--- config.mk ---
export PLATFORM = sky130hd
export DESIGN_NAME = rounded_integer_square_root
export DESIGN_NICKNAME = d
export VERILOG_FILES = /design/src/hw/rtl/rirs_pkg.sv /design/src/hw/rtl/rirs_div.sv /design/src/hw/rtl/rounded_integer_square_root.sv
export SDC_FILE = /design/constraint.sdc
export NUM_CORES = 1
export LEC_CHECK = 0
export ABC_AREA = 1
export BUFFER_PORTS_ARGS = -buffer_cell sky130_fd_sc_hd__buf_2
export CAP_MARGIN = 15
export CELL_PAD_IN_SITES_DETAIL_PLACEMENT = 1
export CELL_PAD_IN_SITES_GLOBAL_PLACEMENT = 2
export CORE_AREA = 5 5 153 192
export DETAILED_ROUTE_END_ITERATION = 10
export DIE_AREA = 0 0 158 197
export GPL_ROUTABILITY_DRIVEN = 0
export PLACE_DENSITY = 0.88
export SYNTH_ARGS = -nofsm -noshare
export SYNTH_HDL_FRONTEND = slang
export SYNTH_HIERARCHICAL = 1
export SYNTH_SLANG_ARGS = --single-unit
--- constraint.sdc ---
create_clock -name aclk -period 7.6 [get_ports aclk]
set_input_delay 1.52 -clock aclk [delete_from_list [all_inputs] [get_ports aclk]]
set_output_delay 1.52 -clock aclk [all_outputs]
set_load 0.1 [all_outputs]
--- src/hw/rtl/rirs_pkg.sv ---
// shared constants for the rounded integer square root block
package rirs_pkg;

    localparam int INPUT_BITS_DEF = 31;
    localparam int ROOT_BITS      = 16;
    localparam int STEP_LIMIT     = 256;
    localparam int STEP_BITS      = $clog2(STEP_LIMIT);

endpackage

--- src/hw/rtl/rirs_div.sv ---
// restoring serial divider, one quotient bit per cycle
module rirs_div #(
    parameter int QUOT_BITS = 33,
    parameter int DIVR_BITS = 18
) (
    input  logic                 aclk,
    input  logic                 aresetn,
    input  logic                 start,
    input  logic [QUOT_BITS-1:0] dividend,
    input  logic [DIVR_BITS-1:0] divisor,
    output logic                 done,
    output logic [QUOT_BITS-1:0] quotient
);
    import rirs_pkg::*;

    localparam int CNT_BITS = (QUOT_BITS > 1) ? $clog2(QUOT_BITS) : 1;

    logic [DIVR_BITS-1:0] rem_reg, rem_next;
    logic [QUOT_BITS-1:0] quo_reg, quo_next;
    logic [DIVR_BITS-1:0] dvr_reg;
    logic [CNT_BITS-1:0]  cnt_reg;
    logic                 busy_reg;
    logic                 done_reg;
    logic [DIVR_BITS:0]   trial;
    logic [DIVR_BITS:0]   diff;
    logic                 fits;

    assign trial = {rem_reg, quo_reg[QUOT_BITS-1]};
    assign fits  = trial >= {1'b0, dvr_reg};
    assign diff  = trial - {1'b0, dvr_reg};

    always_comb begin
        rem_next = fits ? diff[DIVR_BITS-1:0] : trial[DIVR_BITS-1:0];
        quo_next = {quo_reg[QUOT_BITS-2:0], fits};
    end

    always_ff @(posedge aclk) begin
        if (!aresetn) begin
            busy_reg <= 1'b0;
            done_reg <= 1'b0;
            cnt_reg  <= '0;
        end else begin
            done_reg <= 1'b0;
            if (start) begin
                busy_reg <= 1'b1;
                cnt_reg  <= CNT_BITS'(QUOT_BITS - 1);
            end else if (busy_reg) begin
                cnt_reg <= cnt_reg - 1'b1;
                if (cnt_reg == '0) begin
                    busy_reg <= 1'b0;
                    done_reg <= 1'b1;
                end
            end
        end
    end

    always_ff @(posedge aclk) begin
        if (start) begin
            rem_reg <= '0;
            quo_reg <= dividend;
            dvr_reg <= divisor;
        end else if (busy_reg) begin
            rem_reg <= rem_next;
            quo_reg <= quo_next;
        end
    end

    assign done     = done_reg;
    assign quotient = quo_reg;

endmodule

--- src/hw/rtl/rounded_integer_square_root.sv ---
// rounded integer square root by newton iteration on four times the input
//
//  channel  | dir | beat payload
//  s_*      | in  | s_tdata: radicand (INPUT_BITS, zero padded to bytes)
//  m_*      | out | m_tdata: root (16 bits)
//
// time per item grows with the number of base-4 digits of the radicand and with the
// number of newton steps, at most STEP_LIMIT; it is set by the single serial divider,
// one quotient bit per cycle
// reset clears the sequencer and the output valid flag
// a finished result waits in the output register, the next beat is taken meanwhile
module rounded_integer_square_root #(
    parameter int INPUT_BITS = rirs_pkg::INPUT_BITS_DEF,
    localparam int S_DATA_BITS = ((INPUT_BITS + 7) / 8) * 8
) (
    input  logic                          aclk,
    input  logic                          aresetn,
    input  logic                          s_tvalid,
    output logic                          s_tready,
    input  logic [S_DATA_BITS-1:0]        s_tdata,   // radicand
    output logic                          m_tvalid,
    input  logic                          m_tready,
    output logic [rirs_pkg::ROOT_BITS-1:0] m_tdata    // root
);
    import rirs_pkg::*;

    localparam int QUAD_BITS  = INPUT_BITS + 2;
    localparam int GUESS_BITS = (INPUT_BITS + 1) / 2 + 2;
    localparam int EXT_BITS   = (GUESS_BITS > ROOT_BITS) ? GUESS_BITS : ROOT_BITS;

    localparam logic [1:0] ST_IDLE = 2'd0;
    localparam logic [1:0] ST_SCAN = 2'd1;
    localparam logic [1:0] ST_DIV  = 2'd2;
    localparam logic [1:0] ST_DONE = 2'd3;

    logic [1:0]            state_reg;
    logic [INPUT_BITS-1:0] scan_reg;
    logic [GUESS_BITS-1:0] guess_reg;
    logic [QUAD_BITS-1:0]  quad_reg;
    logic [STEP_BITS-1:0]  step_reg;
    logic [ROOT_BITS-1:0]  result_reg;
    logic [ROOT_BITS-1:0]  m_data_reg;
    logic                  m_valid_reg;

    logic                  div_start;
    logic                  div_done;
    logic [QUAD_BITS-1:0]  div_quot;
    logic [GUESS_BITS-1:0] div_guess;
    logic [GUESS_BITS-1:0] div_divisor;
    logic [QUAD_BITS:0]    sum;
    logic [GUESS_BITS-1:0] guess_next;
    logic [GUESS_BITS:0]   round_sum;
    logic [EXT_BITS-1:0]   root_ext;
    logic                  converged;
    logic                  s_fire;
    logic                  out_free;

    assign s_tready = (state_reg == ST_IDLE);
    assign s_fire   = s_tvalid && s_tready;
    assign out_free = !m_valid_reg || m_tready;

    // a restart from a finished step divides by the new guess
    assign div_guess   = (state_reg == ST_DIV) ? guess_next : guess_reg;
    assign div_divisor = (div_guess == '0) ? GUESS_BITS'(1) : div_guess;
    assign sum         = {1'b0, div_quot} + (QUAD_BITS + 1)'(guess_reg);
    assign guess_next  = sum[GUESS_BITS:1];
    assign converged   = (guess_reg[GUESS_BITS-1:1] == guess_next[GUESS_BITS-1:1]);
    assign round_sum   = {1'b0, guess_next} + (GUESS_BITS + 1)'(1);
    assign root_ext    = EXT_BITS'(round_sum[GUESS_BITS:1]);

    always_comb begin
        div_start = 1'b0;
        unique case (state_reg)
            ST_SCAN: div_start = (scan_reg == '0);
            ST_DIV:  div_start = div_done && !converged
                                 && (step_reg != STEP_BITS'(STEP_LIMIT - 1));
            default: div_start = 1'b0;
        endcase
    end

    rirs_div #(
        .QUOT_BITS (QUAD_BITS),
        .DIVR_BITS (GUESS_BITS)
    ) u_div (
        .aclk     (aclk),
        .aresetn  (aresetn),
        .start    (div_start),
        .dividend (quad_reg),
        .divisor  (div_divisor),
        .done     (div_done),
        .quotient (div_quot)
    );

    always_ff @(posedge aclk) begin
        if (!aresetn) begin
            state_reg   <= ST_IDLE;
            m_valid_reg <= 1'b0;
        end else begin
            if (state_reg == ST_DONE && out_free) begin
                m_valid_reg <= 1'b1;
            end else if (m_tready) begin
                m_valid_reg <= 1'b0;
            end
            unique case (state_reg)
                ST_IDLE: begin
                    if (s_fire) begin
                        state_reg <= ST_SCAN;
                    end
                end
                ST_SCAN: begin
                    if (scan_reg == '0) begin
                        state_reg <= ST_DIV;
                    end
                end
                ST_DIV: begin
                    if (div_done && !div_start) begin
                        state_reg <= ST_DONE;
                    end
                end
                ST_DONE: begin
                    if (out_free) begin
                        state_reg <= ST_IDLE;
                    end
                end
                default: state_reg <= ST_IDLE;
            endcase
        end
    end

    always_ff @(posedge aclk) begin
        if (s_fire) begin
            scan_reg  <= s_tdata[INPUT_BITS-1:0];
            guess_reg <= GUESS_BITS'(2);
            quad_reg  <= {s_tdata[INPUT_BITS-1:0], 2'b00};
            step_reg  <= '0;
        end else if (state_reg == ST_SCAN && scan_reg != '0) begin
            scan_reg  <= scan_reg >> 2;
            guess_reg <= guess_reg << 1;
        end else if (state_reg == ST_DIV && div_done) begin
            guess_reg  <= guess_next;
            step_reg   <= step_reg + 1'b1;
            result_reg <= root_ext[ROOT_BITS-1:0];
        end
        if (state_reg == ST_DONE && out_free) begin
            m_data_reg <= result_reg;
        end
    end

    assign m_tvalid = m_valid_reg;
    assign m_tdata  = m_data_reg;

endmodule

---- Yosys cells after proc, flatten, opt, wreduce, memory -nomap -nowiden ----
Cells that the tools add are included.
word-level totals
  flip-flop bits (word level) ............. 200
  input bits .............................. 36
  output and inout port bits .............. 18
  logic and storage cells ................. 84
cells by class
  $add $sub $neg .......................... 5
  $lt $le $gt $ge ......................... 1
  equal/unequal tests ..................... 9
  multiplexer cells ....................... 22
  bitwise operators ....................... 4
  reduce and logical (&&, ||, !) cells .... 26
operators with widths
  operator                                                            count
  18-bit 2-to-1 mux                                                   4
  33-bit 2-to-1 mux                                                   2
  31-bit 2-to-1 mux                                                   2
  31-bit zero test                                                    1
  31-bit nonzero test                                                 1
  19-bit by 18-bit adder with 19-bit output                           1
  19-bit by 18-bit greater-or-equal comparator with 1-bit output      1
  18-bit zero test                                                    1
  18-bit subtractor                                                   1
  17-bit by 1-bit adder with 17-bit output, second input constant     1
  17-bit == test                                                      1
  6-bit 2-to-1 mux                                                    2
  8-bit by 1-bit adder with 8-bit output, second input constant       1
  2-bit 2-to-1 mux                                                    4
  8-bit != test, second input constant                                1
  2-bit case mux with 4 select lines                                  1
  2-bit nonzero test                                                  4
  1-bit logical AND                                                   7
  6-bit zero test                                                     1
  1-bit 2-to-1 mux                                                    6
  2-bit != test, second input constant                                3
  6-bit by 1-bit subtractor with 6-bit output, second input constant  1
  2-bit == test, second input constant                                2
  1-bit inverter                                                      4
  11 further kinds                                                    14

---- Depth between registers and ports, before layout ----
  depth in word-level cells ............... 10
  depth in mapped cells ................... 27
  gate-level depth less buffers ........... 26

---- Modules after synthesis ----
The synthesis kept the hierarchy.
by module, submodules not included
  module                       instances  cells each  area an instance (sq um)
  rounded_integer_square_root  1          791         6,720.2
  rirs_div                     1          550         4,326.6

---- Least setup slack after synthesis ----
No wires, ideal clock.
  path kind ............................... reg2reg
  start point ............................. reg u_div.quo_reg[0] (netlist: u_div/quotient[0])
  end point ............................... reg u_div.quo_reg[0] (netlist: u_div/quotient[0]), enable pin
  setup time .............................. 0.552 ns
  arrival time ............................ 3.487 ns
  required time ........................... 7.048 ns
  slack ................................... 3.561 ns
  cell stages (with the launch flop) ...... 21
  buffers on the path ..................... 1
  clock period less this slack ............ 4.039 ns
  cells stage by stage .................... edfxtp_1 > nand2_1 > inv_1 > fa_1 > or2_2 > nand2_1 > xor2_1 > nand3_1 > nor2_1 > nand2_1 > nor2_1 > nand3_1 > nor2_1 > nand3_1 > nand2_1 > nand2_1 > nand2_1 > inv_1 > clkbuf_1 > nor2_1 > clkinv_1
between the ends
  cells in the longest elaborated chain, start to end .. 7
ends and longest elaborated chain
  item                                       RTL line                           text
  start, declared                            rirs_div.sv:19                     logic [QUOT_BITS-1:0] quo_reg, quo_next;
  start signal, assigned                     rirs_div.sv:60                     quo_reg <= dividend;
  start signal, assigned                     rirs_div.sv:64                     quo_reg <= quo_next;
  19-bit by 18-bit adder with 19-bit output  rounded_integer_square_root.sv:65  assign sum = {1'b0, div_quot} + (QUAD_BITS + 1)'(guess_reg);
  17-bit == test                             rounded_integer_square_root.sv:67  assign converged = (guess_reg[GUESS_BITS-1:1] == guess_next[GUESS_BITS-1:1]);
  1-bit zero test                            rounded_integer_square_root.sv:75  ST_DIV: div_start = div_done && !converged
  1-bit logical AND                          rounded_integer_square_root.sv:75
  1-bit logical AND                          rounded_integer_square_root.sv:76  && (step_reg != STEP_BITS'(STEP_LIMIT - 1));
  1-bit case mux with 2 select lines         rounded_integer_square_root.sv:73  unique case (state_reg)
  net div_start                              rounded_integer_square_root.sv:45  logic div_start;
  2-bit nonzero test (no line)               -
The timed path passes the listed nets, and every way through them passes these cells.
A chain may end at the register's enable or synchronous reset.

---- Worst setup path after layout ----
  start point ............................. reg u_div.quo_reg[0] (netlist: u_div/quotient[0])
  end point ............................... reg u_div.quo_reg[25] (netlist: u_div/quotient[25]), enable pin
The elaborated chain is that of the path after synthesis.

==> results.json <==
{
  "ctsHoldBuffers": 0,
  "largest_register_ff_count": 33,
  "antenna_cells": 0,
  "grt_use_total": 0.184,
  "die_x_um": 158,
  "ys_types": 53,
  "startpoint_type": "flop",
  "netlist_instances": 1341,
  "cts_setup_buffers": 0,
  "clock_skew_ns": 0.0141,
  "tns_ns": 0,
  "cts_tree": "built",
  "min_period_ns": 4.68,
  "grt_max_degree": 80,
  "crit_type": "reg -> reg",
  "antenna_left": 0,
  "routed_wl_um": 27700,
  "grt_first_pass_wirelength_um": 45700,
  "nets": 1470,
  "place_hpwl_um": 21100,
  "vias": 8738,
  "cts_buffer_depth": 2,
  "max_slew_margin": 0.249,
  "ir_drop_mv": 0.217,
  "crit_fanout": 53,
  "fill_cells": 3314,
  "worst_slack_ns": 2.92,
  "numPortBuffers": 52,
  "htree_levels": 4,
  "synth.avg_cell_area_um2": 8.24,
  "total_power_uw": 3150,
  "end_kind": "flop",
  "drv_slew": 0,
  "seqCellArea_um2": 5460,
  "drc": 0,
  "ios": 54,
  "post_cts_resized": 0,
  "drive_gt1_frac": 0.106,
  "tightest_slew_ns": 1.13,
  "cts_buffers": 17,
  "period_share": 0.615,
  "synth-warning-count": 6,
  "drv_cap": 0,
  "rsz0062_at_grt": "no",
  "grt_pass1_vias": 9386,
  "async_reset_ff_frac": 0,
  "mostFrequentLayoutCells": "nand2_1, inv_1, edfxtp_1, nand3_1, nor2_1",
  "synth-edff-count": 145,
  "coreArea_um2": 27300,
  "root_buffer": "clkbuf_16",
  "syn-cell-area_um2": 11000,
  "leakagePower_uw": 0.00559,
  "num_rows": 68,
  "wl_per_cell_um": 15.8,
  "min_path_type": "reg -> reg",
  "max_freq_mhz": 214,
  "cp_data_required_time_ns": 7.68,
  "cts.clk_slew.worst_paths_ns": 0.07,
  "hold_viol": 0,
  "drtIter0Drc": 277,
  "syn2layout_area_growth_pct": 10.9,
  "firstDrtPassIters": 4,
  "synth-main-ff-cell": "edfxtp_1",
  "p_per_area_nw_per_um2": 257,
  "initial_utilization": 0.404,
  "pre_cts_ws_ns": 2.78,
  "synth-seq-area-share": 0.494,
  "arrival_ns": 4.75,
  "layout_commonest_cell": "nand2_1",
  "ys_ff_latch": 200,
  "clk_latency_ns": 0.44,
  "finalHoldWorstSlack_ns": 0.420,
  "overflow": 0,
  "chipHeight_um": 197,
  "viasPerCell": 4.99,
  "setup_violations": 0,
  "antenna_found_initial": 0,
  "numClockSinks": 200,
  "multi_input_area_um2": 4760,
  "outcome": "complete, no violations",
  "dieArea_um2": 31100
}
## layout make-up
class,count,area share
Inverter,184,0.0564
Multi-Input combinational cell,928,0.389
Clock inverter,11,0.0122
Clock buffer,21,0.0368
Sequential cell,200,0.445
Tap cell,350,0.0358
Timing Repair Buffer,58,0.0249
## path summary, 6_finish.rpt
kind,depth (start not counted),to,startpoint,slack (ns)
setup / recovery,24,u_div/quotient[25]$_DFFE_PP_,u_div/quotient[0]$_DFFE_PP_,2.92
hold / removal,0,m_tdata[13]$_DFFE_PP_,result_reg[13]$_DFFE_PP_,0.42
setup reg to reg,24,u_div/quotient[25]$_DFFE_PP_,u_div/quotient[0]$_DFFE_PP_,2.92
hold reg to reg,0,m_tdata[13]$_DFFE_PP_,result_reg[13]$_DFFE_PP_,0.42
## cell usage after synthesis, types with 13 or more instances
master | count | share of area
clkbuf_1 | 20 | 0.0068
nand2_1 | 469 | 0.16
dfxtp_1 | 55 | 0.10
xor2_1 | 14 | 0.011
nand2_2 | 21 | 0.012
a21oi_1 | 40 | 0.018
nor3_1 | 13 | 0.0059
nand3_1 | 81 | 0.037
o21ai_0 | 59 | 0.027
inv_1 | 175 | 0.059
edfxtp_1 | 145 | 0.39
nand3b_1 | 18 | 0.012
nor2_1 | 68 | 0.023
ha_1 | 43 | 0.049
## kinds of logic (layout without fill, tap and decap cells)
family	after synthesis	in the layout	synth area share
AOI/OAI and AO/OA	131	131	0.0654
xor gates and xnor gates	29	29	0.0262
adders and majority gates	45	45	0.0523
buffers and inverters	214	274	0.0759
DFF	200	200	0.494
other	1	2	0.000339
and+or+nand+nor	721	721	0.286
## per-stage QoR
stage                util  cells  instance area (um2)
floorplan               -   1342                11100
global placement    0.427   1720                11600
detailed placement  0.427   1720                11600
CTS                 0.449   1752                12200
global route        0.449   1752                12200
finish              0.449   1752                12200
## power by group
group          switching (uW)  internal, uW  total (uW)
sequential               71.6          1390        1470
clock                     413           530         943
combinational             550           189         739
total                    1040          2110        3150
## critical path, cell delays in order (launching register included)
cell      delay, ns
edfxtp_1       0.41
nand2_1        0.09
inv_1          0.06
fa_1           0.46
nand2_1        0.13
nand2_2        0.09
nand3_1        0.09
nand2_2        0.10
nand2_1        0.18
nand2_1        0.10
nand2_1        0.08
nand2_1        0.10
inv_1          0.15
nand2_1        0.10
nand3_1        0.09
nor2_1         0.05
nand3_1        0.20
nand2_1        0.08
nand2_1        0.06
nand2_1        0.07
inv_2          0.75
nor2_1         0.08
buf_4          0.23
clkinv_1       0.06
buf_4          0.47
## per-layer routing
layer / vias to the layer above / wire (um) / global-route usage
met5: - / 0 / 0
met4: 0 / 422 / 0.0540
met3: 23 / 503 / 0.0231
met2: 79 / 15000 / 0.355
met1: 4181 / 11700 / 0.209
li1: 4455 / - / -
No activity file was read; power rests on OpenSTA's default activity.
